[config.mk]
export PLATFORM = sky130hd
export DESIGN_NAME = lzwc_front_flat
export DESIGN_NICKNAME = d
export VERILOG_FILES = /design/src/rtl/lzwc_pkg.sv /design/src/rtl/lzwc_if.sv /design/src/rtl/lzwc_front.sv /design/src/flat_wrapper.sv
export SDC_FILE = /design/constraint.sdc
export NUM_CORES = 1
export LEC_CHECK = 0
export BUFFER_PORTS_ARGS = -buffer_cell sky130_fd_sc_hd__buf_2
export CAP_MARGIN = 40
export CORE_UTILIZATION = 45
export DETAILED_ROUTE_END_ITERATION = 10
export PLACE_DENSITY = 0.73
export RECOVER_POWER = 50
export SLEW_MARGIN = 20
export SYNTH_ARGS = -nofsm -noshare
export SYNTH_HDL_FRONTEND = slang
export SYNTH_SLANG_ARGS = --single-unit
[constraint.sdc]
create_clock -name i_clk -period 1.2 [get_ports i_clk]
set_input_delay 0 -clock i_clk [delete_from_list [all_inputs] [get_ports i_clk]]
set_output_delay 0 -clock i_clk [all_outputs]
set_load 0.005 [all_outputs]
[src/rtl/lzwc_pkg.sv]
// ----------------------------------------------------------------------------
// lzwc_pkg
// Shared types and constants of the lzw compressor.
// ----------------------------------------------------------------------------
package lzwc_pkg;

    localparam int unsigned BYTE_W      = 8;
    localparam int unsigned CODE_W      = 12;
    localparam int unsigned OWIDTH_W    = 4;
    localparam int unsigned FIRST_CODE  = 256;
    localparam int unsigned START_WIDTH = 8;
    localparam int unsigned EPOCH_W     = 8;

    // one input item as it leaves the front queue
    typedef struct packed {
        logic [BYTE_W-1:0] data;
        logic              last;
    } t_item;

    // one result item
    typedef struct packed {
        logic [CODE_W-1:0]   code;
        logic [OWIDTH_W-1:0] width;
        logic                final_code;
    } t_result;

    // handshake between front queue and engine
    typedef struct packed {
        logic  valid;
        t_item item;
    } t_front_out;

endpackage

[src/rtl/lzwc_if.sv]
// ----------------------------------------------------------------------------
// lzwc_in_if / lzwc_out_if
// Valid/ready channels for input bytes and output codes.
// ----------------------------------------------------------------------------
interface lzwc_in_if;
    logic       valid;
    logic       ready;
    logic [7:0] in_byte;
    logic       in_last;

    modport source (output valid, output in_byte, output in_last, input ready);
    modport sink   (input valid, input in_byte, input in_last, output ready);
endinterface


[src/rtl/lzwc_front.sv]
// ----------------------------------------------------------------------------
// lzwc_front
// Two-entry input queue that takes items and hands them to the engine.
// ----------------------------------------------------------------------------
module lzwc_front (
    input  logic                i_clk,
    input  logic                i_rst_n,
    lzwc_in_if.sink             i_item,
    input  logic                i_pop,
    output lzwc_pkg::t_front_out o_front
);
    import lzwc_pkg::*;

    t_item      r_q [2];
    logic       r_wp, r_rp;
    logic [1:0] r_cnt;
    logic       push;

    // accept while a slot is free
    assign i_item.ready = (r_cnt != 2'd2);
    assign push         = i_item.valid && i_item.ready;

    assign o_front.valid = (r_cnt != 2'd0);
    assign o_front.item  = r_q[r_rp];

    // queue storage
    always_ff @(posedge i_clk) begin
        if (push) begin
            r_q[r_wp] <= '{data: i_item.in_byte, last: i_item.in_last};
        end
    end

    // queue pointers
    always_ff @(posedge i_clk) begin
        if (!i_rst_n) begin
            r_wp  <= 1'b0;
            r_rp  <= 1'b0;
            r_cnt <= 2'd0;
        end else begin
            if (push) r_wp <= ~r_wp;
            if (i_pop) r_rp <= ~r_rp;
            r_cnt <= r_cnt + 2'(push) - 2'(i_pop);
        end
    end

endmodule

[src/flat_wrapper.sv]
// flat-port wrapper written by rule: the top's interface ports become plain ports
module lzwc_front_flat import lzwc_pkg::*;
  (i_clk, i_rst_n, i_pop, o_front, i_item_valid, i_item_in_byte, i_item_in_last, i_item_ready);
  lzwc_in_if i_item_i ();
  input  logic i_clk;
  input  logic i_rst_n;
  input  logic i_pop;
  output lzwc_pkg::t_front_out o_front;
  input wire logic [$bits(i_item_i.valid)-1:0] i_item_valid;
  input wire logic [$bits(i_item_i.in_byte)-1:0] i_item_in_byte;
  input wire logic [$bits(i_item_i.in_last)-1:0] i_item_in_last;
  output wire logic [$bits(i_item_i.ready)-1:0] i_item_ready;
  assign i_item_i.valid = i_item_valid;
  assign i_item_i.in_byte = i_item_in_byte;
  assign i_item_i.in_last = i_item_in_last;
  assign i_item_ready = i_item_i.ready;
  lzwc_front u_core (.i_clk(i_clk), .i_rst_n(i_rst_n), .i_item(i_item_i), .i_pop(i_pop), .o_front(o_front));
endmodule
; ---- After elaboration in Yosys (flattened, before gate mapping)
; Memory sizes are Yosys's and may differ from the RTL's. A register that Yosys moved wholly into a read port is not among the register bits.
; Index checks and enable logic that the tools add are counted.
[classes]
n_addsub = 2
n_bitwise = 2
n_mux = 4
eq_ne = 1
reduce_logical = 2
[ops]
columns = op, n
row1 = $mux W1, 4
row2 = $add A2 B1 Y2, 1
row3 = $ne A2 B2 Y1 const B, 1
row4 = $not A1 Y1, 2
row5 = $reduce_bool A2 Y1, 1
row6 = $sub A2 B1 Y2, 1
row7 = $logic_and A1 B1 Y1, 1
[totals]
elab_cells = 15
output_inout_bits = 11
reg_bits = 4
n_memories = 1
ram_bits = 18
input_bits = 13
[memory_table]
columns = name, words, width, rd, rd_ports_with_merged_regs, write_ports, line_no
row1 = u_core.r_q, 2, 9, 1, 1, 1, lzwc_front.sv:14  ; t_item r_q [2];

; ---- Depth between registers and ports, before layout
; Gate-level depths: netlist (run 1).
[logic_depth]
ltp_word = 4
depth_mapped = 5
depth_no_buf = 5

; ---- Least setup slack after synthesis (run 1)
; No wires, ideal clock.
[synth_path]
kind = register to register
start = reg u_core.r_cnt[0]
end = reg u_core.r_cnt[1]
slack_ns = -0.103
required_ns = 1.128
path_stages_with_launch = 6
arrival_ns = 1.231
setup_time_ns = 0.072
n_path_buf = 0
period_less_slack_ns = 1.303
cell_sequence = dfxtp_1 inv_1 ha_1 and2b_1 mux2i_1 mux2i_1
[synth_via]
elab_chain_cells = 4
[synth_lines]
columns = element, line_no
row1 = "start, declared", lzwc_front.sv:16  ; logic [1:0] r_cnt;
row2 = "start signal, assigned", lzwc_front.sv:42  ; r_cnt <= r_cnt + 2'(push) - 2'(i_pop);
row3 = $ne A2 B2 Y1, lzwc_front.sv:20  ; assign i_item.ready = (r_cnt != 2'd2);
row4 = $logic_and A1 B1 Y1, lzwc_front.sv:21  ; assign push = i_item.valid && i_item.ready;
row5 = $add A2 B1 Y2 *, lzwc_front.sv:42
row6 = $sub A2 B1 Y2 *, lzwc_front.sv:42
; Mark *: on every way between the ends. The rest lies on a longest branch, timed or not.
; A chain may end at the register's enable or synchronous reset.

; ---- Worst setup path in the final report (run 1)
; Ends and elaborated chain as after synthesis.

==> impl_metrics.toml, run 1 <==
[layout]
final_cell_area_excluding_filler_cells_um2 = 1386
fillCellCount = 122
layoutNonFillerInstCount = 126
area.growth.synth_to_final_pct = 53.25
final_nets = 116
antenna_diode_instance_count = 0
final_core_util_pct = 76.94
drive_gt1_share_pct = 54.46

[detailed_routing]
wl_per_cell_um = 13.71
first_iter_violations = 9
vias_per_cell = 4.746
residual_antenna_violating_net_count_after_detailed_routing = 0
detailedRoute.firstPassIterationCount = 4
post-route-drc-count = 0
detail_route.wirelength_um = 1727
num_vias = 598

[clock_tree]
cts_htree_levels = 1
numClockSinks = 23
cts_inserted_buffers = 3
clockRootBuffer = "sky130_fd_sc_hd__clkbuf_4"
worst_setup_hold_path_clk_slew_ns = 0.11
cts_buffer_depth = 2
clock_tree_from_tritoncts = "done"
insertion_delay_ns = 0.30

[timing]
slew_headroom_pct = 86.96
setup_repair_after_global_routing_missed_its_margin = "yes"
max_freq_mhz = 787.3
final_critical_path_setup_slack_ns = -0.07022
finalCritPeriodShare_pct = 105.9
worst-slew-pin-transition_ns = 0.1953
finalWorstPathRequiredPeriod_ns = 1.270
timing.final.hold_violations = 0
setup-tns-final_ns = -0.4696
worst_hold_slack_ns = 0.04384
worst_clock_skew_ns = 0.008144
final_setup_vio_count = 21
report.final.slew_viol_count = 0

[placed_design]
port_buffers = 23
place_worst_setup_slack_ns = -0.1407
dp_cells = 108
gp_congestion = 0.7273
post_place_instance_area_um2 = 1112
place.detailed.hpwl_um = 1003

[global_routing]
antenna_violations_before_repair = 0
global_route_wire_length_before_repair_um = 2235
vias_in_the_first_global_route = 532
global_route.overflow_total = 0
maximum_number_of_pins_on_one_net_before_global_route_repair = 13
grt_util_all_layers_pct = 15.90

[worst_setup_path]
critical_path.max_fanout = 2
crit_chain = "inv_2 -> ha_4 -> and2b_1 -> mux2i_1 -> mux2i_1"
critical_path_class = "reg -> reg"
timing.critical_path.required_ns = 1.44
cpMostUsedCell = "sky130_fd_sc_hd__mux2i_1"
arrival_worst_endpoint_ns = 1.51
timing.critical_path.slowest_cell_delay_ns = 0.35
critPathSlowestCell = "sky130_fd_sc_hd__dfxtp_2"
worstSetupEndpointType = "flop"
worst_setup_path_start_kind = "flop"

[floorplan]
die_area_um2 = 2194
die_height_um = 46.84
initial_core_util_pct = 50.21
die_x_um = 46.84
io-pin-count = 24
coreArea_um2 = 1802
placementRows = 15

[status]
status = "finished with violations"
failed_checks = "negative setup slack"

[synthesis]
postSynthRegisterBits = 23
yosys.cell_types.count = 21
mappedNetlistNets = 68
synth-seq-area-share_pct = 70.82
yosysWarnings = 0
synthCells = 54
synthesis.area_per_instance_um2 = 16.75
syn-cell-area_um2 = 904.6

[pwr]
pwr_density_cell_nw_per_um2 = 1271
p_total_mw = 1.762
p_leak_nw = 0.5735
power.ir.vdd_worst_v = 0.0008394

[run]
maxCapViolCount = 0

[worst_hold_path]
min_path_type = "in -> reg"
==> path summary, 6_finish.rpt <==
path | slack, ns | endpoint | depth (start not counted) | from
setup / recovery | -0.07 | u_core.r_cnt[1]$_SDFF_PN0_ | 5 | u_core.r_cnt[0]$_SDFF_PN0_
hold / removal | 0.04 | u_core.r_wp$_SDFFE_PN0P_ | 3 | i_item_valid
setup reg to reg | -0.07 | u_core.r_cnt[1]$_SDFF_PN0_ | 5 | u_core.r_cnt[0]$_SDFF_PN0_
hold reg to reg | 0.59 | u_core.r_wp$_SDFFE_PN0P_ | 2 | u_core.r_wp$_SDFFE_PN0P_
==> synthesized netlist by cell type <==
library cell	n	area share, %
sky130_fd_sc_hd__xor2_1	1	0.97
sky130_fd_sc_hd__mux2i_1	2	2.2
sky130_fd_sc_hd__nand2b_4	1	1.5
sky130_fd_sc_hd__a21bo_2	1	1.1
sky130_fd_sc_hd__and2b_1	1	0.83
sky130_fd_sc_hd__and2_1	2	1.4
sky130_fd_sc_hd__nand2_1	2	0.83
sky130_fd_sc_hd__and3_2	1	0.83
sky130_fd_sc_hd__a21oi_1	1	0.55
sky130_fd_sc_hd__or2_2	1	0.69
sky130_fd_sc_hd__a21boi_2	1	1.2
sky130_fd_sc_hd__o21a_1	1	0.83
sky130_fd_sc_hd__buf_2	1	0.55
sky130_fd_sc_hd__dfxtp_1	5	11
sky130_fd_sc_hd__nand3b_1	1	0.83
sky130_fd_sc_hd__mux2_2	9	11
sky130_fd_sc_hd__inv_1	2	0.83
sky130_fd_sc_hd__and3_1	1	0.69
sky130_fd_sc_hd__edfxtp_1	18	60
sky130_fd_sc_hd__nand2b_1	1	0.69
sky130_fd_sc_hd__ha_1	1	1.4
==> per-layer routing <==
metal | up-vias | track usage [%] | routed length [µm]
li1 | 295 | - | -
met1 | 279 | 16.33 | 662
met2 | 18 | 28.89 | 953
met3 | 6 | 4.615 | 57
met4 | 0 | 8.571 | 54
met5 | - | 0 | 0
==> timing repair <==
| action | CTS | global route |
|---|---|---|
| hold endpoints to repair | 22 | 0 |
| gates resized for setup | 7 | 21 |
| setup buffers | 1 | 4 |
| endpoints found under the setup margin | 29 | 29 |
| hold buffers | 10 | 0 |
| pin swaps | 2 | 1 |
==> final cells by class <==
cell class	instances	area [µm²]	area share [%]
Tap cell	25	31.28	2.256
Clock buffer	4	26.28	1.895
Sequential cell	23	645.6	46.57
Multi-Input combinational cell	28	299.0	21.57
Timing Repair Buffer	44	376.6	27.17
Inverter	2	7.507	0.5415
==> cell usage in the layout (no fill, tap or decap), types with 2 or more instances in the layout <==
| master | synthesis | routed |
|---|---|---|
| sky130_fd_sc_hd__dlygate4sd3_1 | 0 | 10 |
| sky130_fd_sc_hd__buf_6 | 0 | 13 |
| sky130_fd_sc_hd__edfxtp_1 | 18 | 18 |
| sky130_fd_sc_hd__buf_4 | 0 | 5 |
| sky130_fd_sc_hd__clkbuf_1 | 0 | 3 |
| sky130_fd_sc_hd__inv_2 | 0 | 2 |
| sky130_fd_sc_hd__dfxtp_1 | 5 | 3 |
| sky130_fd_sc_hd__mux2i_1 | 2 | 2 |
| sky130_fd_sc_hd__mux2_4 | 0 | 8 |
| sky130_fd_sc_hd__buf_2 | 1 | 13 |
| sky130_fd_sc_hd__nand2_1 | 2 | 2 |
| sky130_fd_sc_hd__clkbuf_4 | 0 | 3 |
| sky130_fd_sc_hd__and2_1 | 2 | 2 |
==> registers in the layout, summed over array words and instances, names as in the netlist, named ones only <==
signal / count
u_core.r_cnt: 2
u_core.r_rp: 1
u_core.r_q: 18
u_core.r_wp: 1
==> worst max-delay path, delay by kind of cell, from the launching register on <==
kind	cells	cell delay, ns
mux	2	0.41
flops	1	0.35
fa+ha+maj	1	0.20
simple gates	1	0.20
buf+inv	1	0.04
==> report_power, final <==
part | switching [mW] | internal [mW] | leakage (nW)
Combinational | 0.164 | 0.299 | 0.348
Clock | 0.200 | 0.129 | 0.0150
Sequential | 0.0321 | 0.937 | 0.210
Total | 0.396 | 1.37 | 0.573
==> cells by family after synthesis <==
group           share of synthesized area (%)
xor+xnor                               0.9684
buf+inv                                 1.383
compound gates                          3.734
flops                                   70.82
fa+ha+maj                               1.383
simple gates                            8.301
mux                                     13.42
Note: power is estimated with default switching activity, not from simulation.
==> run 2, diff against run 1 <==
ABC_AREA = 1   (was not set)
PLACE_DENSITY = 0.72   (was 0.73)
==> impl_metrics.toml, run 2 <==
[status]
status = "finished with violations"
failed_checks = "negative setup slack"

[synthesis]
syn-cell-area_um2 = 922.1
synthTopCellsByCount = "sky130_fd_sc_hd__edfxtp_1, sky130_fd_sc_hd__nand2_1, sky130_fd_sc_hd__mux2_4, sky130_fd_sc_hd__nor2_1, sky130_fd_sc_hd__dfxtp_1"
synthCells = 62
synth-seq-area-share_pct = 69.47
count_leader_synth = "sky130_fd_sc_hd__edfxtp_1"
yosys.area.top_type_share_pct = 58.62
yosysWarnings = 0
yosys.cell_types.count = 13
netlist_top_cells_area = "sky130_fd_sc_hd__edfxtp_1, sky130_fd_sc_hd__mux2_4, sky130_fd_sc_hd__dfxtp_1, sky130_fd_sc_hd__nand2_1, sky130_fd_sc_hd__nor2_1"
netlist.top_cell.by_area = "sky130_fd_sc_hd__edfxtp_1"
mappedNetlistNets = 76
synth_edf_count = 18
async_flop_share_pct = 0
synthesis.area_per_instance_um2 = 14.87
postSynthRegisterBits = 23
synth-main-ff-cell = "sky130_fd_sc_hd__edfxtp_1"

[timing]
worst_clock_skew_ns = 0.007476
setup_repair_after_global_routing_missed_its_margin = "yes"
final_critical_path_setup_slack_ns = -0.01065
final_setup_vio_count = 8
report.final.slew_viol_count = 0
setup-tns-final_ns = -0.05199
slew_headroom_pct = 90.58
max_freq_mhz = 826.0
finalWorstPathRequiredPeriod_ns = 1.211
timing.final.hold_violations = 0
worst-slew-pin-transition_ns = 0.1413
finalCritPeriodShare_pct = 100.9

[global_routing]
grt_util_all_layers_pct = 13.42
maximum_number_of_pins_on_one_net_before_global_route_repair = 13
global_route_wire_length_before_repair_um = 1980
antenna_violations_before_repair = 0
vias_in_the_first_global_route = 510
global_route.overflow_total = 0

[worst_setup_path]
cpMostUsedCell = "sky130_fd_sc_hd__buf_6"
timing.critical_path.required_ns = 1.20
worst_setup_path_start_kind = "flop"
worstPathBufferInverterCount = 2
timing.critical_path.slowest_cell_delay_ns = 0.36
arrival_worst_endpoint_ns = 1.21
critical-path-top-delay-family = "flip-flops"
critical_path_class = "reg -> out"
crit_chain = "buf_6 -> mux2_4 -> buf_6"
critPathSlowestCell = "sky130_fd_sc_hd__dfxtp_2"
worstSetupEndpointType = "output pin"
critical_path.reg2reg.startpoint = "u_core.r_cnt[0]$_SDFF_PN0_"
critical_path.max_fanout = 5

[clock_tree]
cts_buffer_depth = 2
cts_inserted_buffers = 3
cts_htree_levels = 1
clockRootBuffer = "sky130_fd_sc_hd__clkbuf_4"
numClockSinks = 23
postCtsSetupBuffers = 0
insertion_delay_ns = 0.29
clock_tree_from_tritoncts = "done"
worst_setup_hold_path_clk_slew_ns = 0.12

[placed_design]
post_place_instance_area_um2 = 1092
place.detailed.hpwl_um = 959.5
port_buffers = 23
gp_congestion = 0.6923

[detailed_routing]
detail_route.wirelength_um = 1463
num_vias = 582
detailedRoute.firstPassIterationCount = 4
wl_per_cell_um = 11.17
post-route-drc-count = 0
vias_per_cell = 4.443
first_iter_violations = 9
residual_antenna_violating_net_count_after_detailed_routing = 0

[layout]
final_nets = 119
drive_gt1_share_pct = 38.46
antenna_diode_instance_count = 0
final_core_util_pct = 66.43
final_common_cell = "sky130_fd_sc_hd__edfxtp_1"
regs_by_ff_count = "u_core.r_q (18), u_core.r_cnt (2)"
final_cell_area_excluding_filler_cells_um2 = 1290
layout.cells.most_common_list = "sky130_fd_sc_hd__edfxtp_1, sky130_fd_sc_hd__nand2_1, sky130_fd_sc_hd__buf_6, sky130_fd_sc_hd__dlygate4sd3_1, sky130_fd_sc_hd__mux2_4"
largest_register_ffs = 18
area.growth.synth_to_final_pct = 39.89
largest_register = "u_core.r_q"

[pwr]
pwr_density_cell_nw_per_um2 = 1285
power.ir.vdd_worst_v = 0.0009164
p_leak_nw = 0.5414

[floorplan]
die_height_um = 47.27
initial_core_util_pct = 47.49
io-pin-count = 24
die_area_um2 = 2234
placementRows = 16
coreArea_um2 = 1942
die_x_um = 47.27

[worst_hold_path]
min_path_type = "in -> reg"
min-delay-start = "i_item_valid"

[run]
maxCapViolCount = 0
-- run 2: changes by cell type in the layout (fill, tap and decap cells not counted), sizes merged, moves of 2 or more --
cell	delta
buf	-11
nand2	+11
nor2	+8
clkbuf	+5
inv	+3
and2	-2
and3	-2
mux2i	-2
nand2b	-2
-- run 2: metrics by stage --
stage,setup WS [ns],total power [mW],hold slack [ns],cells
final,-0.01065,1.657,0.02838,131
after global routing,-0.07415,1.743,0.02805,131
after CTS,-0.04679,1.666,0.01842,131
after detailed placement,0.1001,1.269,0.1914,115
after global placement,0.1342,1.257,0.1897,115
after floorplan,0.02637,1.152,0.09887,62
-- run 2: layer usage --
layer | vias to the layer above | global-route usage [%] | part of all wire, %
met5 | - | 0 | 0
met4 | 0 | 6.857 | 0.96
met3 | 2 | 2.308 | 2.9
met2 | 13 | 24.66 | 55
met1 | 268 | 14.60 | 41
li1 | 299 | - | -
-- run 2: worst reg2reg max path, delay by kind of cell (launching register included) --
family,cells,cell delay [ns]
simple gates,3,0.29
flops,1,0.35
buf+inv,2,0.24
-- run 2: logic make-up (layout without fill, tap and decap cells) --
family / after synthesis / after routing / synth area share, %
flops: 23 / 23 / 69.47
simple gates: 22 / 22 / 10.72
mux: 9 / 9 / 14.65
buf+inv: 6 / 48 / 3.255
fa+ha+maj: 1 / 1 / 1.357
compound gates: 1 / 1 / 0.5422
-- run 2: path summary, 6_finish.rpt --
check | end | slack (ns) | cells past startpoint
hold reg to reg | u_core.r_rp$_SDFFE_PN0P_ | 0.53 | 2
hold / removal | u_core.r_cnt[0]$_SDFF_PN0_ | 0.03 | 4
setup / recovery | o_front[7] | -0.01 | 3
setup reg to reg | u_core.r_q[1][4]$_DFFE_PP_ | 0.03 | 5
-- run 2: repair_timing --
item                       CTS  global route
setup endpoints to repair    9             9
gates resized for setup     11             2
gates cloned                 1             0
hold buffers                11             0
hold endpoints to repair    23             0
-- run 2: area by class of cell --
type,count,area (µm²)
Clock buffer,4,26.28
Fill cell,153,651.9
Inverter,5,18.77
Multi-Input combinational cell,33,251.5
Sequential cell,23,641.9
Tap cell,27,33.78
Timing Repair Buffer,39,317.8
-- run 2: power breakdown --
group          total, mW  switching [mW]  internal, mW
combinational      0.369           0.156         0.213
clock              0.330           0.201         0.129
sequential         0.959          0.0232         0.935
total               1.66           0.380          1.28
